$ cat src/hdl/pbp_pkg.sv
// Shared types, constants and the arctangent table for the pixel bearing block.
package pbp_pkg;

   localparam int XY_W       = 33;   // CORDIC x/y, signed Q2.30 with headroom
   localparam int Z_W        = 34;   // residual angle, signed binary angle
   localparam int Q_W        = 33;   // quotient bits out of the bearing divider
   localparam int ANG_W      = 32;   // binary angle, full turn = 2^32
   localparam int ATAN_W     = 30;
   localparam int DIST_W     = 16;
   localparam int POS_W      = 18;
   localparam int WIDTH_W    = 13;
   localparam int ANGLE_W    = 16;
   localparam int CFG_IDX_W  = 2;
   localparam int CFG_DATA_W = 16;
   localparam int SCALE_W    = 17;
   localparam int PROD_W     = XY_W + SCALE_W;

   localparam logic [CFG_IDX_W-1:0] REG_IMAGE_WIDTH = 2'd0;
   localparam logic [CFG_IDX_W-1:0] REG_MAX_ANGLE   = 2'd1;

   localparam logic [WIDTH_W-1:0] WIDTH_RESET = 13'd640;
   localparam logic [ANGLE_W-1:0] ANGLE_RESET = 16'd7680;

   localparam logic [16:0]            DEG_Q8_PER_TURN = 17'd92160;
   localparam logic signed [XY_W-1:0] CORDIC_GAIN     = 33'sd652032874;
   localparam logic [19:0]            POS_LIMIT       = 20'd65791;
   localparam logic [SCALE_W-1:0]     DIST_OFFSET     = 17'd256;
   localparam logic [PROD_W-1:0]      ROUND_HALF      = PROD_W'(64'd1 << 29);

   typedef struct packed {
      logic              neg;
      logic [DIST_W-1:0] distance;
   } div_side_type;

   typedef struct packed {
      logic signed [XY_W-1:0] x;
      logic signed [XY_W-1:0] y;
      logic signed [Z_W-1:0]  z;
      logic                   flip;
      logic [DIST_W-1:0]      distance;
   } cordic_type;

   // atan(2^-i) in binary angle units, rounded to nearest
   function automatic logic [ATAN_W-1:0] atan_turn(input logic [4:0] idx);
      logic [ATAN_W-1:0] r;
      unique case (idx)
         5'd0:  r = 30'd536870912;
         5'd1:  r = 30'd316933406;
         5'd2:  r = 30'd167458907;
         5'd3:  r = 30'd85004756;
         5'd4:  r = 30'd42667331;
         5'd5:  r = 30'd21354465;
         5'd6:  r = 30'd10679838;
         5'd7:  r = 30'd5340245;
         5'd8:  r = 30'd2670163;
         5'd9:  r = 30'd1335087;
         5'd10: r = 30'd667544;
         5'd11: r = 30'd333772;
         5'd12: r = 30'd166886;
         5'd13: r = 30'd83443;
         5'd14: r = 30'd41722;
         5'd15: r = 30'd20861;
         5'd16: r = 30'd10430;
         5'd17: r = 30'd5215;
         5'd18: r = 30'd2608;
         5'd19: r = 30'd1304;
         5'd20: r = 30'd652;
         5'd21: r = 30'd326;
         5'd22: r = 30'd163;
         5'd23: r = 30'd81;
         default: r = '0;
      endcase
      return r;
   endfunction

endpackage

$ cat src/hdl/pbp_scale.sv
// Two-stage scaling of a unit vector component by distance, with rounding and clamp.
module pbp_scale (
   input  logic                              clock,
   input  logic                              enable,
   input  logic signed [pbp_pkg::XY_W-1:0]   value,
   input  logic                              flip,
   input  logic [pbp_pkg::DIST_W-1:0]        distance,
   output logic signed [pbp_pkg::POS_W-1:0]  pos
);
   import pbp_pkg::*;

   logic                    neg_ff;
   logic [PROD_W-1:0]       prod_ff;
   logic [XY_W-1:0]         mag;
   logic [PROD_W-1:0]       rounded;
   logic [19:0]             sat;
   logic signed [POS_W-1:0] pos_ff, pos_in;

   always_comb begin
      mag     = value[XY_W-1] ? XY_W'(-value) : XY_W'(value);
      rounded = (prod_ff + ROUND_HALF) >> 30;
      sat     = (rounded > PROD_W'(POS_LIMIT)) ? POS_LIMIT : rounded[19:0];
      pos_in  = neg_ff ? -signed'(POS_W'(sat)) : signed'(POS_W'(sat));
   end

   always_ff @(posedge clock) begin
      if (enable) begin
         neg_ff  <= value[XY_W-1] ^ flip;
         prod_ff <= PROD_W'(mag) * PROD_W'(SCALE_W'(distance) + DIST_OFFSET);
         pos_ff  <= pos_in;
      end
   end

   assign pos = pos_ff;

endmodule

$ cat config.mk
export PLATFORM = sky130hd
export DESIGN_NAME = pbp_scale
export DESIGN_NICKNAME = d
export VERILOG_FILES = /design/src/hdl/pbp_pkg.sv /design/src/hdl/pbp_scale.sv
export SDC_FILE = /design/constraint.sdc
export NUM_CORES = 1
export LEC_CHECK = 0
export ABC_AREA = 1
export BUFFER_PORTS_ARGS = -buffer_cell sky130_fd_sc_hd__buf_4
export CELL_PAD_IN_SITES_DETAIL_PLACEMENT = 1
export CELL_PAD_IN_SITES_GLOBAL_PLACEMENT = 2
export CORE_ASPECT_RATIO = 0.9
export CORE_MARGIN = 3
export CORE_UTILIZATION = 40
export DETAILED_ROUTE_END_ITERATION = 8
export MAX_ROUTING_LAYER = met4
export PLACE_DENSITY_LB_ADDON = 0.1
export RECOVER_POWER = 100
export SETUP_SLACK_MARGIN = 0.5
export SYNTH_ARGS = -nofsm -noshare
export SYNTH_HDL_FRONTEND = slang
export SYNTH_SLANG_ARGS = --single-unit
$ cat constraint.sdc
create_clock -name clock -period 9.5 [get_ports clock]
set_clock_uncertainty 0.2 [all_clocks]
set_input_delay 0.475 -clock clock [delete_from_list [all_inputs] [get_ports clock]]
set_output_delay 0.475 -clock clock [all_outputs]
set_load 0.005 [all_outputs]
## Word-level counts from Yosys, hierarchy flattened

Index checks and enable logic that the tools add are counted.

| storage, ports and cells | value |
|---|---|
| register bits | 69 |
| bits in latches | 0 |
| memory bits (writable) | 0 |
| memory bits (read-only) | 0 |
| input bits | 52 |
| output and inout bits | 18 |
| logic and storage cells | 13 |
| memories kept | 0 |

| cells by class | value |
|---|---|
| add/sub/neg operators | 4 |
| multiply operators | 1 |
| divide/modulo/power cells | 0 |
| magnitude comparators | 1 |
| equal/unequal tests | 0 |
| shift operators | 0 |
| muxes and demuxes | 3 |
| bitwise gates (word level) | 1 |
| reductions and logical operators | 0 |

Operator list:

| kind | number |
|---|---|
| $add A50 B30 Y50 const B | 1 |
| $mul A33 B17 Y50 | 1 |
| $mux W18 | 2 |
| $mux W33 | 1 |
| $neg A33 Y33 | 1 |
| $gt A20 B17 Y1 const B | 1 |
| $neg A18 Y18 | 1 |
| $add A16 B9 Y17 const B | 1 |
| $xor A1 B1 Y1 | 1 |

## Longest topological paths before layout

| logic depth | value |
|---|---|
| depth after elaboration | 5 |
| gate-level depth with buffers | 38 |
| gate-level depth less buffers | 38 |

## Worst setup path after synthesis

OpenSTA, ideal clock, no wires.

| timing | value |
|---|---|
| path type | input to register |
| start | in value[0] (netlist bit) |
| end | reg prod_ff[47], data pin |
| setup time | 0.258 ns |
| data arrival time | 6.839 ns |
| data required time | 9.042 ns |
| path slack | 2.203 ns |
| stages | 32 |
| buffers on the path | 1 |
| cells stage by stage | inv_2 ha_1 inv_1 nor3_1 inv_1 nor4_1 xor2_1 nand2_1 nand2_1 inv_1 clkbuf_1 nand2_1 fa_1 fa_1 fa_1 inv_1 fa_1 fa_1 inv_1 fa_1 inv_1 ha_1 a21oi_1 inv_1 a31oi_1 nand2_1 a21oi_1 a21boi_0 o21bai_1 nand2_1 nand3_1 xor2_1 |

| on the way | value |
|---|---|
| word-level cells in the longest chain between the ends | 3 |

Ends and longest elaborated chain:

| what | RTL line | source |
|---|---|---|
| from (decl) | pbp_scale.sv:5 | `input logic signed [pbp_pkg::XY_W-1:0] value,` |
| $neg A33 Y33 | pbp_scale.sv:20 | `mag = value[XY_W-1] ? XY_W'(-value) : XY_W'(value);` |
| $mux W33 (*) | pbp_scale.sv:20 |  |
| $mul A33 B17 Y50 (*) | pbp_scale.sv:29 | `prod_ff <= PROD_W'(mag) * PROD_W'(SCALE_W'(distance) + DIST_OFFSET);` |
| to (signal assigned) | pbp_scale.sv:29 |  |
| to (decl) | pbp_scale.sv:13 | `logic [PROD_W-1:0] prod_ff;` |

Every way passes the cells marked *; elsewhere a longest branch is shown, timed or not.
A chain may end at the register's enable or synchronous reset.

## Worst setup path after layout

| timing | value |
|---|---|
| start | in value[0] (netlist bit) |
| end | reg prod_ff[43], data pin |

Same word-level chain as after synthesis.

==> run summary <==
Min Tclk post-route: 8.53 ns
Clock transition at path regs: 0.06 ns
Clock root buffer master: clkbuf_16
Detailed placer's ending HPWL: 60500 µm
Synthesis-to-finish area growth: 7.18%
Dominant synthesized flop cell: edfxtp_1
Global-route wire length before repair: 115000 µm
Design area: 0.0223 mm²
Num rows: 78
Total CTS buffers: 5
Failing checks: capacitance limit, slew limit
Netlist Area Pre-Place: 0.0208 mm²
Die ar.: 0.0548 mm²
Slew @ Worst Pin: 2.21 ns
Clock Latency Late Sink: 0.27 ns
Final Slew Violations: 41
DRC viols: 0
Number of synthesized flops with an enable pin: 40
Via count of the first global-routing pass: 19700
CTS sink count: 40
Top delay family on crit path: adder cells
Fraction of layout cells with a size suffix above 1: 6.20%
Post-synthesis instance total: 2696
Initial Util: 40.9%
Synth top area cells: fa_1, inv_1, nand2_1
GR Util All Layers: 28.3%
Synth cell types: 45
IO buf count: 69
Syn Nets: 3336
Final WL: 72900 µm
Hold Vio Cnt, Final: 0
Initial antenna violation count: 2
Achievable Freq: 117 MHz
Vias per cell: 5.10
#FFs+latches synth: 40
HP Class: in -> reg
Crit path largest cell delay: 0.59 ns
Die X: 246 µm
Iteration-0 DRC Markers: 957
DR pass1 iterations: 7
WHS: 0.575 ns
CTS max path bufs: 2
Final period utilization: 89.8%
CP max-delay cell: fa_1
Area share of the largest cell type after synthesis: 44.4%
Final Setup Violations: 0
Area post-placement: 0.0222 mm²
Worst EP required: 9.32 ns
Core Region: 0.0509 mm²
# IOs: 70
Worst Path Max Fanout: 11
Rel. slew slack: -47.3%
Vias after detailed routing: 17500
Routed length on met3: 3100 µm
Status: finished with violations
Gr ovfl total: 0
Nets: 3379
DR WL/cell: 21.3 µm
Post-synth top cells: inv_1, nand2_1, fa_1
Die Height: 222 µm
WP data arrival: 8.35 ns
Worst path most repeated cell: inv_1
Max Used Layer: met4
H-tree levels: 2
Critical path type: in -> reg
Critical Path End Type: flop
Max-cap viol count: 1
RSZ-0062 raised after global routing: no
Syn_area_per_cell: 7.72 µm²
Setup TNS Final: 0 ns
WL met1: 33800 µm
Met2 WL: 34800 µm
TritonCTS clock tree: done
Dominant cell type by area after synthesis: fa_1
Count leader, synth: inv_1
Synth Warn #: 0
Sequential-to-total area share from yosys stat: 5.77%
Pin count of the biggest net entering global routing: 41
Routed Antenna Nets: 0
Asr flop ratio synth: 0%
Routability cong.: 0.913
CP startpoint kind: input port
Crit path buffers/inverters: 11
[routing by layer]
metal  GRT usage [%]  up-vias
li1                -     7923
met5               -        -
met1            39.4     9084
met2            46.6      389
met3            2.16       55
met4            4.17        0
[state kept, by name, summed over array words and instances (netlist names)]
name and flops:
pos 18, neg_ff 1, prod_ff 21
[per-stage QoR]
step,util (%),setup WS (ns),instances
3_3_place_gp,43.5,0.939,3404
2_1_floorplan,-,2.20,2696
4_1_cts,43.8,0.981,3412
3_5_place_dp,43.5,0.706,3404
5_1_grt,43.8,0.336,3422
6_report,43.8,0.969,3422
[layout by cell type, fill, tap and decap left out, types with 9 or more instances in the layout]
cell type	count
or2_2	10
xnor2_1	14
clkinv_1	10
nor2_2	9
o21ai_0	52
xor2_1	36
nor3_1	18
nand2_1	596
fa_1	462
inv_1	675
a31oi_1	17
edfxtp_1	40
o21a_1	9
nor2_1	343
buf_4	96
nand3_1	45
nand4_1	19
nand3b_1	10
a21oi_1	62
ha_1	125
clkbuf_4	18
[cells by family (layout without fill, tap and decap cells)]
family,Yosys count,in the layout,synth area share [%]
adders and majority gates,588,588,52.0
AOI/OAI and AO/OA,164,164,4.51
other,0,2,0
buffers and inverters,771,815,14.0
DFF,40,40,5.77
and+or+nand+nor,1079,1079,21.4
xor gates and xnor gates,54,54,2.34
[area by class of cell]
type | count | area (µm²)
tap | 680 | 851
clock buffer | 5 | 125
fill | 6342 | 28600
clock inverter | 3 | 13.8
sequential | 40 | 1200
multi-input combinational | 1885 | 16700
timing repair buffer | 117 | 867
antenna | 2 | 5.00
inverter | 690 | 2600
[final timing paths]
check | depth (start not counted) | slack, ns | to | startpoint
worst min register to register | 2 | 0.58 | pos[0] | prod_ff[30]
worst max register to register | 20 | 4.86 | pos[14] | prod_ff[30]
worst max-delay path | 33 | 0.97 | prod_ff[43] | value[0]
worst min-delay path | 2 | 0.58 | neg_ff | flip
[timing repair]
| action | in CTS | in global routing |
|---|---|---|
| gates resized for setup | 0 | 2 |
| endpoints found under the hold margin | 0 | 0 |
| buffers inserted | 0 | 8 |
| hold buffers | 0 | 0 |
| setup endpoints to repair | 0 | 3 |
Power is not shown: default switching activity piles up to over one toggle a cycle in this logic, so the estimate is an artifact.
