[config.mk]
export PLATFORM = sky130hd
export DESIGN_NAME = pbp_cordic_cell
export DESIGN_NICKNAME = d
export VERILOG_FILES = /design/src/hdl/pbp_pkg.sv /design/src/hdl/pbp_cordic_cell.sv
export SDC_FILE = /design/constraint.sdc
export NUM_CORES = 1
export LEC_CHECK = 0
export BUFFER_PORTS_ARGS = -buffer_cell sky130_fd_sc_hd__buf_2
export CORE_MARGIN = 10
export CORE_UTILIZATION = 50
export CTS_CLUSTER_SIZE = 30
export DETAILED_ROUTE_END_ITERATION = 6
export PLACE_DENSITY = 0.76
export SLEW_MARGIN = 30
export SYNTH_ARGS = -nofsm -noshare
export SYNTH_HDL_FRONTEND = slang
export SYNTH_SLANG_ARGS = --single-unit
[constraint.sdc]
create_clock -name clock -period 3 [get_ports clock]
set_input_delay 0.3 -clock clock [delete_from_list [all_inputs] [get_ports clock]]
set_output_delay 0.3 -clock clock [all_outputs]
set_load 0.005 [all_outputs]
[src/hdl/pbp_pkg.sv]
// Shared types, constants and the arctangent table for the pixel bearing block.
package pbp_pkg;

   localparam int XY_W       = 33;   // CORDIC x/y, signed Q2.30 with headroom
   localparam int Z_W        = 34;   // residual angle, signed binary angle
   localparam int Q_W        = 33;   // quotient bits out of the bearing divider
   localparam int ANG_W      = 32;   // binary angle, full turn = 2^32
   localparam int ATAN_W     = 30;
   localparam int DIST_W     = 16;
   localparam int POS_W      = 18;
   localparam int WIDTH_W    = 13;
   localparam int ANGLE_W    = 16;
   localparam int CFG_IDX_W  = 2;
   localparam int CFG_DATA_W = 16;
   localparam int SCALE_W    = 17;
   localparam int PROD_W     = XY_W + SCALE_W;

   localparam logic [CFG_IDX_W-1:0] REG_IMAGE_WIDTH = 2'd0;
   localparam logic [CFG_IDX_W-1:0] REG_MAX_ANGLE   = 2'd1;

   localparam logic [WIDTH_W-1:0] WIDTH_RESET = 13'd640;
   localparam logic [ANGLE_W-1:0] ANGLE_RESET = 16'd7680;

   localparam logic [16:0]            DEG_Q8_PER_TURN = 17'd92160;
   localparam logic signed [XY_W-1:0] CORDIC_GAIN     = 33'sd652032874;
   localparam logic [19:0]            POS_LIMIT       = 20'd65791;
   localparam logic [SCALE_W-1:0]     DIST_OFFSET     = 17'd256;
   localparam logic [PROD_W-1:0]      ROUND_HALF      = PROD_W'(64'd1 << 29);

   typedef struct packed {
      logic              neg;
      logic [DIST_W-1:0] distance;
   } div_side_type;

   typedef struct packed {
      logic signed [XY_W-1:0] x;
      logic signed [XY_W-1:0] y;
      logic signed [Z_W-1:0]  z;
      logic                   flip;
      logic [DIST_W-1:0]      distance;
   } cordic_type;

   // atan(2^-i) in binary angle units, rounded to nearest
   function automatic logic [ATAN_W-1:0] atan_turn(input logic [4:0] idx);
      logic [ATAN_W-1:0] r;
      unique case (idx)
         5'd0:  r = 30'd536870912;
         5'd1:  r = 30'd316933406;
         5'd2:  r = 30'd167458907;
         5'd3:  r = 30'd85004756;
         5'd4:  r = 30'd42667331;
         5'd5:  r = 30'd21354465;
         5'd6:  r = 30'd10679838;
         5'd7:  r = 30'd5340245;
         5'd8:  r = 30'd2670163;
         5'd9:  r = 30'd1335087;
         5'd10: r = 30'd667544;
         5'd11: r = 30'd333772;
         5'd12: r = 30'd166886;
         5'd13: r = 30'd83443;
         5'd14: r = 30'd41722;
         5'd15: r = 30'd20861;
         5'd16: r = 30'd10430;
         5'd17: r = 30'd5215;
         5'd18: r = 30'd2608;
         5'd19: r = 30'd1304;
         5'd20: r = 30'd652;
         5'd21: r = 30'd326;
         5'd22: r = 30'd163;
         5'd23: r = 30'd81;
         default: r = '0;
      endcase
      return r;
   endfunction

endpackage

[src/hdl/pbp_cordic_cell.sv]
// One CORDIC rotation cell with a fixed shift and arctangent step.
module pbp_cordic_cell #(
   parameter int IDX = 0
) (
   input  logic                 clock,
   input  logic                 reset,
   input  logic                 enable,
   input  logic                 in_valid,
   input  pbp_pkg::cordic_type  cell_in,
   output logic                 out_valid,
   output pbp_pkg::cordic_type  cell_out
);
   import pbp_pkg::*;

   logic                   valid_ff;
   cordic_type             cell_ff, cell_in_nx;
   logic signed [XY_W-1:0] dx, dy;
   logic signed [Z_W-1:0]  step;

   always_comb begin
      dx         = cell_in.y >>> IDX;
      dy         = cell_in.x >>> IDX;
      step       = signed'(Z_W'(atan_turn(5'(IDX))));
      cell_in_nx = cell_in;
      if (!cell_in.z[Z_W-1]) begin
         cell_in_nx.x = cell_in.x - dx;
         cell_in_nx.y = cell_in.y + dy;
         cell_in_nx.z = cell_in.z - step;
      end else begin
         cell_in_nx.x = cell_in.x + dx;
         cell_in_nx.y = cell_in.y - dy;
         cell_in_nx.z = cell_in.z + step;
      end
   end

   always_ff @(posedge clock) begin
      if (reset) begin
         valid_ff <= 1'b0;
      end else if (enable) begin
         valid_ff <= in_valid;
      end
   end

   always_ff @(posedge clock) begin
      if (enable) begin
         cell_ff <= cell_in_nx;
      end
   end

   assign out_valid = valid_ff;
   assign cell_out  = cell_ff;

endmodule

# Yosys cells after proc, flatten, opt, wreduce, memory -nomap -nowiden
# Cells that the tools add are included.
[totals] regBits=118 in_bits=121 out_inout_bits=118 wordCells=12
[classes] n_addsub=5 n_mux=1
[ops] op="$mux 100" n=1
[ops] op="$sub 33x33->33" n=2
[ops] op="$add 34x31->34 const B" n=1
[ops] op="$sub 34x31->34 const B" n=1
[ops] op="$add 33x33->33" n=1

# Logic depth before layout (Yosys ltp)
[logic_depth] depth_word=2 depth_mapped=13 ltp_nobuf=13

# Worst setup path after synthesis
# No wires, ideal clock.
[synth_path] path_kind="in2reg" from="in cell_in[63] in the netlist's numbering" to="reg cell_ff, in the netlist cell_out[82] (data pin)" required_ns=2.738 n_path_buf=1 arrival_time_ns=2.484 path_slack_ns=0.255 setup_ns=0.262 stages=13 cell_sequence="inv_1 -> ha_1 -> buf_6 -> o21a_1 -> o21ai_2 -> nor2b_1 -> nor4_2 -> a31oi_1 -> a221oi_2 -> o21ai_1 -> a2111oi_2 -> a211oi_1 -> xnor2_1"
[synth_rtl] element="start, declared" line="pbp_cordic_cell.sv:9" source="input pbp_pkg::cordic_type cell_in,"
[synth_rtl] element="end signal, assigned" line="pbp_cordic_cell.sv:46" source="cell_ff <= cell_in_nx;"
[synth_rtl] element="end, declared" line="pbp_cordic_cell.sv:16" source="cordic_type cell_ff, cell_in_nx;"

==> flow_metrics.env <==
export IMPL_status="completed"
export IMPL_period_share=0.968
export IMPL_ant_nets=0
export IMPL_crit_required_ns=3.14
export IMPL_path_buf_inv=2
export IMPL_synth_area_mm2=0.00921
export IMPL_syn_nets=1196
export IMPL_postCtsHoldBufs=0
export IMPL_clk_latency_ns=0.41
export IMPL_fin_cells=1598
export IMPL_grt_pass1_vias=8905
export IMPL_worst_pin_slew_ns=0.784
export IMPL_arrival_ns=3.05
export IMPL_synth_distinct_cells=83
export IMPL_p_clk_frac=0.337
export IMPL_vias=9028
export IMPL_fillCellCount=1481
export IMPL_cts_sinks=117
export IMPL_grt_pass1_wl_mm=48.4
export IMPL_routedWlPerCell_um=20.1
export IMPL_die_w_um=156
export IMPL_row_count=49
export IMPL_rrSetupSlack_ns=2.41
export IMPL_dp_hpwl_mm=25.5
export IMPL_hold_viol=0
export IMPL_floorplan_initialDensity=0.511
export IMPL_fin_nets=1579
export IMPL_initialDrtViolationCount=975
export IMPL_grt_max_degree=97
export IMPL_overflow=0
export IMPL_synth_ff_type="edfxtp_1"
export IMPL_ctsLongestPathBuffers=2
export IMPL_share_seq_of_total_power=0.345
export IMPL_cts_tree="done"
export IMPL_h_tree_depth=4
export IMPL_dp_cells=1565
export IMPL_die_area_mm2=0.0242
export IMPL_crit_fanout=4
export IMPL_hp_class="in -> reg"
export IMPL_die_height_um=156
export IMPL_grt_total_usage=0.250
export IMPL_area_growth_synth_to_final_pct=34.5
export IMPL_peakVddDrop_v=0.000406
export IMPL_slew_violations=0
export IMPL_p_leak_nw=5.84
export IMPL_yosysWarnings=0
export IMPL_first_pass_iters=5
export IMPL_ys_ff_latch=117
export IMPL_drc_errors=0
export IMPL_crit_chain="buf_2 > buf_4 > ha_1 > fa_1 > nor2b_1 > o211ai_1 > a31oi_1 > nor2_1 > o21ai_2 > nand3b_1 > a221oi_4 > and3_1 > a211oi_1 > xnor2_1"
export IMPL_drive_gt1_frac=0.345
export IMPL_tns_ns=0
export IMPL_final_cell_mix="buf_2 (237), buf_4 (165), edfxtp_1 (116), inv_1 (98), ha_1 (98)"
export IMPL_synth_area_per_cell_um2=9.47
export IMPL_endpoint_kind="flop"
export IMPL_intPower_mw=4.28
export IMPL_wl_mm=32.0
export IMPL_switching_share=0.312
export IMPL_slew_headroom=0.477
export IMPL_io_buffers=238
export IMPL_p_comb_frac=0.319
export IMPL_dpl_cell_area_mm2=0.0117
export IMPL_crit_family="compound AO/OA/AOI/OAI gates"
export IMPL_synth_edf_count=116
export IMPL_layout_min_cycle_time_ns=2.90
export IMPL_core_mm2=0.0180
export IMPL_fin_util=0.687
export IMPL_setup_viol=0
export IMPL_ys_async_sr_fraction=0
export IMPL_fin_worst_skew_ns=0
export IMPL_gp_congestion=1.01
export IMPL_cts_inserted_buffers=17
export IMPL_cap_violations=0
export IMPL_slowest_delay_ns=0.43
export IMPL_switchingPower_mw=1.94
export IMPL_crit_type="in -> reg"
export IMPL_cts_reportedPaths_clkPinSlew_ns=0.06
export IMPL_fin_area_mm2=0.0124
export IMPL_postSynthCellCount=972
export IMPL_fmax_ghz=0.344
export IMPL_ios=239
export IMPL_antenna_found_initial=1
export IMPL_layout_commonest_cell="buf_2"
export IMPL_critical_path_slowest_cell="fa_1"
export IMPL_routed_via_density=5.65
export IMPL_worstSetupStartpointType="input pin"
export IMPL_p_per_area_mw_per_mm2=502
export IMPL_clock_root_buffer="clkbuf_16"
export IMPL_ys_seq_area_frac=0.380
## path summary, 6_finish.rpt
kind	depth (start not counted)	start	to
worst max-delay path	14	cell_in[84]	cell_out[116]
worst min-delay path	2	reset	out_valid
worst max register to register	2	out_valid	out_valid
worst min register to register	2	out_valid	out_valid
## registers in the layout, indices dropped and copies added (netlist names)
register   count
cell_out     116
out_valid      1
## logic make-up after synthesis
logic type      Yosys count  share of synthesized area
flops                   117                      0.380
buf+inv                 147                     0.0656
mux                      17                     0.0185
simple gates            225                      0.116
xor+xnor                 65                     0.0618
fa+ha+maj               103                      0.143
compound gates          298                      0.215
## power by group through the flow
| stage | Clock, mW | Sequential (mW) | Combinational [mW] |
|---|---|---|---|
| after detailed placement | 0 | 2.18 | 1.93 |
| after global placement | 0 | 2.16 | 1.91 |
| after CTS | 2.12 | 2.15 | 1.95 |
| after global routing | 2.19 | 2.16 | 2.14 |
| after floorplan | 0 | 2.20 | 0.951 |
| final | 2.10 | 2.15 | 1.98 |
## cell usage after synthesis, types with 7 or more instances
cell type / count / area (µm²)
o21ai_1: 7 / 35.0
mux2i_1: 17 / 170
nand3_1: 14 / 70.1
nor3_1: 11 / 55.1
nand2_1: 44 / 165
nand4_1: 9 / 56.3
nor2_1: 91 / 342
nor2b_1: 11 / 68.8
clkbuf_1: 17 / 63.8
and2_1: 7 / 43.8
inv_1: 98 / 368
ha_1: 99 / 1240
o211ai_1: 8 / 60.1
buf_1: 8 / 30.0
xnor2_1: 59 / 517
o21ai_0: 62 / 310
and3_1: 9 / 56.3
edfxtp_1: 116 / 3480
a21o_1: 21 / 158
a31oi_1: 12 / 75.1
o21bai_1: 17 / 128
o31ai_1: 11 / 82.6
a21oi_1: 92 / 460
## worst register-to-register path: stages, from the launching register on
cell	delay, ns
dfxtp_1	0.31
mux2i_1	0.13
nor2_1	0.05
## layout make-up
cell class / instances / area [µm²] / area share
clock inverter: 14 / 178 / 0.0143
timing repair buffer: 404 / 2460 / 0.198
multi-input combinational: 708 / 5130 / 0.414
sequential: 117 / 3500 / 0.283
inverter: 107 / 402 / 0.0324
antenna: 1 / 2.50 / 0.000202
tap: 229 / 287 / 0.0231
clock buffer: 18 / 429 / 0.0346
## metal layers
layer | share of wire | wire (µm) | GRT usage
met1 | 0.43 | 13800 | 0.333
met2 | 0.46 | 14700 | 0.400
met3 | 0.099 | 3170 | 0.0623
met4 | 0.014 | 440 | 0.0615
met5 | 0 | 0 | 0
## repair_timing
action,in CTS,in global routing
endpoints found under the hold margin,0,0
gates resized for setup,0,6
buffers inserted,0,0
setup endpoints to repair,0,5
## through the flow
| stage | setup WS [ns] | power, mW | hold WS [ns] |
|---|---|---|---|
| after global routing | -0.0238 | 6.49 | 0.0337 |
| after detailed placement | -0.270 | 4.11 | 0.469 |
| final | 0.0958 | 6.22 | 0.0403 |
| after global placement | -0.244 | 4.07 | 0.462 |
| after floorplan | 0.255 | 3.15 | 0.372 |
| after CTS | 0.0916 | 6.22 | 0.0275 |
(Power assumes the default switching activity.)
