File: src/hdl/pbp_pkg.sv
// Shared types, constants and the arctangent table for the pixel bearing block.
package pbp_pkg;

   localparam int XY_W       = 33;   // CORDIC x/y, signed Q2.30 with headroom
   localparam int Z_W        = 34;   // residual angle, signed binary angle
   localparam int Q_W        = 33;   // quotient bits out of the bearing divider
   localparam int ANG_W      = 32;   // binary angle, full turn = 2^32
   localparam int ATAN_W     = 30;
   localparam int DIST_W     = 16;
   localparam int POS_W      = 18;
   localparam int WIDTH_W    = 13;
   localparam int ANGLE_W    = 16;
   localparam int CFG_IDX_W  = 2;
   localparam int CFG_DATA_W = 16;
   localparam int SCALE_W    = 17;
   localparam int PROD_W     = XY_W + SCALE_W;

   localparam logic [CFG_IDX_W-1:0] REG_IMAGE_WIDTH = 2'd0;
   localparam logic [CFG_IDX_W-1:0] REG_MAX_ANGLE   = 2'd1;

   localparam logic [WIDTH_W-1:0] WIDTH_RESET = 13'd640;
   localparam logic [ANGLE_W-1:0] ANGLE_RESET = 16'd7680;

   localparam logic [16:0]            DEG_Q8_PER_TURN = 17'd92160;
   localparam logic signed [XY_W-1:0] CORDIC_GAIN     = 33'sd652032874;
   localparam logic [19:0]            POS_LIMIT       = 20'd65791;
   localparam logic [SCALE_W-1:0]     DIST_OFFSET     = 17'd256;
   localparam logic [PROD_W-1:0]      ROUND_HALF      = PROD_W'(64'd1 << 29);

   typedef struct packed {
      logic              neg;
      logic [DIST_W-1:0] distance;
   } div_side_type;

   typedef struct packed {
      logic signed [XY_W-1:0] x;
      logic signed [XY_W-1:0] y;
      logic signed [Z_W-1:0]  z;
      logic                   flip;
      logic [DIST_W-1:0]      distance;
   } cordic_type;

   // atan(2^-i) in binary angle units, rounded to nearest
   function automatic logic [ATAN_W-1:0] atan_turn(input logic [4:0] idx);
      logic [ATAN_W-1:0] r;
      unique case (idx)
         5'd0:  r = 30'd536870912;
         5'd1:  r = 30'd316933406;
         5'd2:  r = 30'd167458907;
         5'd3:  r = 30'd85004756;
         5'd4:  r = 30'd42667331;
         5'd5:  r = 30'd21354465;
         5'd6:  r = 30'd10679838;
         5'd7:  r = 30'd5340245;
         5'd8:  r = 30'd2670163;
         5'd9:  r = 30'd1335087;
         5'd10: r = 30'd667544;
         5'd11: r = 30'd333772;
         5'd12: r = 30'd166886;
         5'd13: r = 30'd83443;
         5'd14: r = 30'd41722;
         5'd15: r = 30'd20861;
         5'd16: r = 30'd10430;
         5'd17: r = 30'd5215;
         5'd18: r = 30'd2608;
         5'd19: r = 30'd1304;
         5'd20: r = 30'd652;
         5'd21: r = 30'd326;
         5'd22: r = 30'd163;
         5'd23: r = 30'd81;
         default: r = '0;
      endcase
      return r;
   endfunction

endpackage

File: src/hdl/pbp_div_cell.sv
// One restoring-division cell: retires one quotient bit per request per cycle while enabled.
module pbp_div_cell #(
   parameter int DEN_W = 29
) (
   input  logic                      clock,
   input  logic                      reset,
   input  logic                      enable,
   input  logic                      in_valid,
   input  logic [DEN_W-1:0]          rem_in,
   input  logic [DEN_W-1:0]          den_in,
   input  logic [pbp_pkg::Q_W-1:0]   bits_in,
   input  logic [pbp_pkg::Q_W-1:0]   q_in,
   input  pbp_pkg::div_side_type     side_in,
   output logic                      out_valid,
   output logic [DEN_W-1:0]          rem_out,
   output logic [DEN_W-1:0]          den_out,
   output logic [pbp_pkg::Q_W-1:0]   bits_out,
   output logic [pbp_pkg::Q_W-1:0]   q_out,
   output pbp_pkg::div_side_type     side_out
);
   import pbp_pkg::*;

   logic             valid_ff;
   logic [DEN_W-1:0] rem_ff, rem_in_nx;
   logic [DEN_W-1:0] den_ff;
   logic [Q_W-1:0]   bits_ff, q_ff;
   div_side_type     side_ff;
   logic [DEN_W:0]   trial, diff;
   logic             ge;

   always_comb begin
      trial     = {rem_in, bits_in[Q_W-1]};
      diff      = trial - {1'b0, den_in};
      ge        = trial >= {1'b0, den_in};
      rem_in_nx = ge ? diff[DEN_W-1:0] : trial[DEN_W-1:0];
   end

   always_ff @(posedge clock) begin
      if (reset) begin
         valid_ff <= 1'b0;
      end else if (enable) begin
         valid_ff <= in_valid;
      end
   end

   always_ff @(posedge clock) begin
      if (enable) begin
         rem_ff  <= rem_in_nx;
         den_ff  <= den_in;
         bits_ff <= {bits_in[Q_W-2:0], 1'b0};
         q_ff    <= {q_in[Q_W-2:0], ge};
         side_ff <= side_in;
      end
   end

   assign out_valid = valid_ff;
   assign rem_out   = rem_ff;
   assign den_out   = den_ff;
   assign bits_out  = bits_ff;
   assign q_out     = q_ff;
   assign side_out  = side_ff;

endmodule

File: config.mk
export PLATFORM = sky130hd
export DESIGN_NAME = pbp_div_cell
export DESIGN_NICKNAME = d
export VERILOG_FILES = /design/src/hdl/pbp_pkg.sv /design/src/hdl/pbp_div_cell.sv
export SDC_FILE = /design/constraint.sdc
export NUM_CORES = 1
export LEC_CHECK = 0
export BUFFER_PORTS_ARGS = -buffer_cell sky130_fd_sc_hd__buf_2
export CAP_MARGIN = 20
export CELL_PAD_IN_SITES_DETAIL_PLACEMENT = 0
export CELL_PAD_IN_SITES_GLOBAL_PLACEMENT = 1
export CORE_MARGIN = 3
export CORE_UTILIZATION = 37
export CTS_CLUSTER_SIZE = 8
export DETAILED_ROUTE_END_ITERATION = 6
export PLACE_DENSITY = 0.92
export SLEW_MARGIN = 25
export SYNTH_ARGS = -nofsm -noshare
export SYNTH_HDL_FRONTEND = slang
export SYNTH_SLANG_ARGS = --single-unit
File: constraint.sdc
create_clock -name clock -period 3.05 [get_ports clock]
set_input_delay 0.1525 -clock clock [delete_from_list [all_inputs] [get_ports clock]]
set_output_delay 0.1525 -clock clock [all_outputs]
set_load 0.005 [all_outputs]
Yosys cells after proc, flatten, opt, wreduce, memory -nomap -nowiden
Cells that the tools add are included.
- flip-flop bits (word level): 141
- input port bits: 145
- output and inout port bits: 142
- add/subtract/negate cells: 1
- $lt $le $gt $ge: 1
- mux-type cells: 1
- operators by type and width (operator ; count):
    30-bit by 29-bit greater-or-equal comparator with 1-bit output ; 1
    29-bit two-way mux ; 1
    29-bit subtractor ; 1

Logic depth before layout (Yosys ltp)
- depth after elaboration: 2
- gate-level depth with buffers: 12
- mapped depth without buffers: 11

Worst setup path before layout
No wires, ideal clock.
- path type: input-to-reg
- start point: input bits_in[32] (netlist bit)
- end point: register rem_ff[10] (netlist: rem_out[10]), data pin
- library setup time: 0.262 ns
- arrival: 2.245 ns
- required time: 2.788 ns
- slack: 0.543 ns
- cell stages on the path: 12
- path through: inv_1 > ha_1 > inv_1 > fa_1 > a21oi_1 > o21ai_0 > a21oi_1 > o221ai_1 > o2111ai_1 > nand3_1 > buf_2 > mux2_1
- longest elaborated chain between the ends: 2
- ends and longest elaborated chain (element ; RTL line ; text):
    from (decl) ; pbp_div_cell.sv:11 ; input logic [pbp_pkg::Q_W-1:0] bits_in,
    29-bit subtractor or 30-bit by 29-bit greater-or-equal comparator with 1-bit output (tied branches) ; pbp_div_cell.sv:33, pbp_div_cell.sv:34 ;
    29-bit two-way mux (*) ; pbp_div_cell.sv:35 ; rem_in_nx = ge ? diff[DEN_W-1:0] : trial[DEN_W-1:0];
    via rem_in_nx[10] ; pbp_div_cell.sv:24 ; logic [DEN_W-1:0] rem_ff, rem_in_nx;
    to (signal assigned) ; pbp_div_cell.sv:48 ; rem_ff <= rem_in_nx;
    to (decl) ; pbp_div_cell.sv:24 ;
Mark *: on every way through the listed nets, which the timed path passes. The rest lies on a longest branch.
A chain may end at the register's enable or synchronous reset.

Final worst setup path
- start point: input den_in[12]
- end point: register rem_ff[1] (netlist: rem_out[1]), data pin
- longest elaborated chain between the ends: 2
- ends and longest elaborated chain (element ; RTL line ; text):
    from (decl) ; pbp_div_cell.sv:10 ; input logic [DEN_W-1:0] den_in,
    30-bit by 29-bit greater-or-equal comparator with 1-bit output ; pbp_div_cell.sv:34 ; ge = trial >= {1'b0, den_in};
    29-bit two-way mux ; pbp_div_cell.sv:35 ;
    via rem_in_nx[1] ; pbp_div_cell.sv:24 ;
The timed path passes the listed nets, and every way through them passes these cells.

==> run metrics <==
Initial Util=0.382; Nets=1053; vias in the first global route=5425; most common cell in the netlist=edfxtp_1; CTS buffer count=17; grt peak-use layer=met2; GP Congestion=0.856; Crit-path slowest cell=dlygate4sd3_1; asr flop ratio synth=0; CP Data Required Time=3200 ps; Synth area leaders=edfxtp_1 66%, ha_1 5.7%, mux2_1 4.8%; met1 Usage GRT=0.227; RSZ-0062 raised after global routing=true; delay of the slowest critical-path stage=540 ps; CP endpoint kind=register; Tmin final=2860 ps; Max Fclk=0.350 GHz; Syn Area/Cell=14.0 sq um; final hold vios=0; yosys warns=0; Worst Path Arrival=3010 ps; CP startpoint kind=input port; Core ar.=16800 sq um; skew final=0 ps; Reg clk slew, reported paths=60 ps; number of synthesized flops with an enable pin=140; FILL cells=1324; vias=5397; synth cell count leaders=140 x edfxtp_1, 40 x inv_1, 29 x ha_1, 29 x nand2_1, 27 x mux2_1; Cell Chain, Critical Path=dlygate4sd3_1, buf_2, inv_1, ha_1, and3_1, nor2b_1, nand2_1, nor3_1, nor4_2, nand3_1, buf_4, mux2_1; I/O Pins=287; final core occ=0.591; Sink Count=141; maxcap violations=0; fraction of layout cells with a size suffix above 1=0.380; IO Port Bufs=284; num rows=47; initial antenna violation count=1; leakage power=4.44 nW; routed wire length=20400 um; top_reg_cell synth=edfxtp_1; Synth top area share=0.657; number of setup violations in the final report=0; final slew viol count=0; CTS tree=yes; Synth cell types=52; worst setup path class=in2reg; DRT Pass-1 Iters=4; Die Width=137 um; met2 Track Usage GR=0.379; initial DRC count=309; hold_ws=42.5 ps; Net Count, Synth=633; register area share after synthesis=0.661; total power=5.41 mW; outcome=completed; Peak supply drop=0.363 mV; Overflow after GRT=0; first-pass GRT wire length=29100 um; largest net degree at the start of global routing=66; Clk Latency, worst-skew pair=410 ps; full die area=18900 sq um; All-Layer GR Usage=0.205; worst min-delay path category=in2reg; CTS H-tree depth=4; critical path fanouts, max=14; Tcrit/Tclk final=0.937; DR vias/cell=4.85; DRC viols=0; Max Root-Sink Buffers=2; Pwr Density=546 nW/um^2; CTS root buffer=clkbuf_16; post-DP HPWL=14100 um; die height=137 um; Final ANT Viol Nets=0; WHS Path Cells=2; P&R area growth vs syn=54.9%; synthesized netlist cell count=458; WL/cell=18.3 um; largest area contributor in the netlist=edfxtp_1; FF-to-FF path depth=3; Yosys reg bits=141; Synth Cell Area=6390 sq um; M3 GR Usage=0.0548
## routing by layer
metal | vias to the layer above | wire, um
met2 | 218 | 10700
met5 | - | 0
li1 | 2563 | -
met3 | 40 | 1460
met4 | 0 | 530
met1 | 2576 | 7740
## power breakdown
part / total [mW] / switching [mW] / internal [mW]
Sequential: 2.40 / 0.0502 / 2.35
Clock: 2.02 / 0.867 / 1.15
Combinational: 0.992 / 0.493 / 0.499
## sequential cells by signal (all words and copies together), names as in the netlist
register,count
bits_out,32
den_out,29
side_out,17
q_out,33
rem_out,29
out_valid,1
## through the flow
stage	TNS, ps	instance area [sq um]	instances	worst slack [ps]
final	0	9910	1113	193
after global routing	-0.855	9900	1112	-0.855
after CTS	0	9870	1110	67.9
after detailed placement	-54.3	8170	966	-21.2
after global placement	0	8170	966	107
after floorplan	0	6390	458	543
## path summary, 6_finish.rpt
path	start	to	slack [ps]
worst max-delay path	den_in[12]	rem_out[1]	190
worst min-delay path	rem_in[20]	rem_out[21]	40
worst max register to register	out_valid	out_valid	1900
worst min register to register	out_valid	out_valid	1080
## what timing repair did
action / 4_1_cts / 5_1_grt
hold buffers: 112 / 0
endpoints found under the hold margin: 111 / 0
setup endpoints to repair: 0 / 27
buffers inserted: 0 / 1
resized for setup: 0 / 4
## logic make-up after synthesis
| logic type | count (synthesis) | synth area share |
|---|---|---|
| multiplexers | 30 | 0.0524 |
| AND/OR/NAND/NOR | 92 | 0.0698 |
| buffers and inverters | 52 | 0.0323 |
| adder cells (fa/ha/maj) | 30 | 0.0599 |
| AO/OA/AOI/OAI | 91 | 0.0957 |
| XOR/XNOR | 21 | 0.0288 |
| flip-flops | 141 | 0.661 |
| other | 1 | 0.000586 |
## placed cells by master (no fill, tap or decap), drive strengths merged, types with 10 or more instances in the layout
master | synthesis | layout
nand2 | 29 | 29
mux2 | 28 | 28
o21ai | 12 | 12
ha | 29 | 29
and3 | 10 | 10
inv | 40 | 47
buf | 7 | 301
clkbuf | 5 | 17
nor2 | 20 | 20
dlygate4sd3 | 0 | 112
xnor2 | 10 | 10
a21o | 16 | 16
edfxtp | 140 | 140
xor2 | 11 | 11
a21oi | 24 | 24
## critical path, delay by kind of cell
family	cells	cell delay [ps]
buffers and inverters	4	980
adder cells (fa/ha/maj)	1	410
multiplexers	1	350
AND/OR/NAND/NOR	6	1100
## final cells by class
type                       count  area, sq um  share of cell area
multi-input combinational    265         1990               0.201
tap                          220          275              0.0278
clock buffer                  17          425              0.0429
antenna                        2         5.00            0.000505
sequential                   141         4220               0.426
timing repair buffer         413         2690               0.271
inverter                      40          150              0.0152
clock inverter                15          151              0.0153
Power figures use the tool's default switching activity.
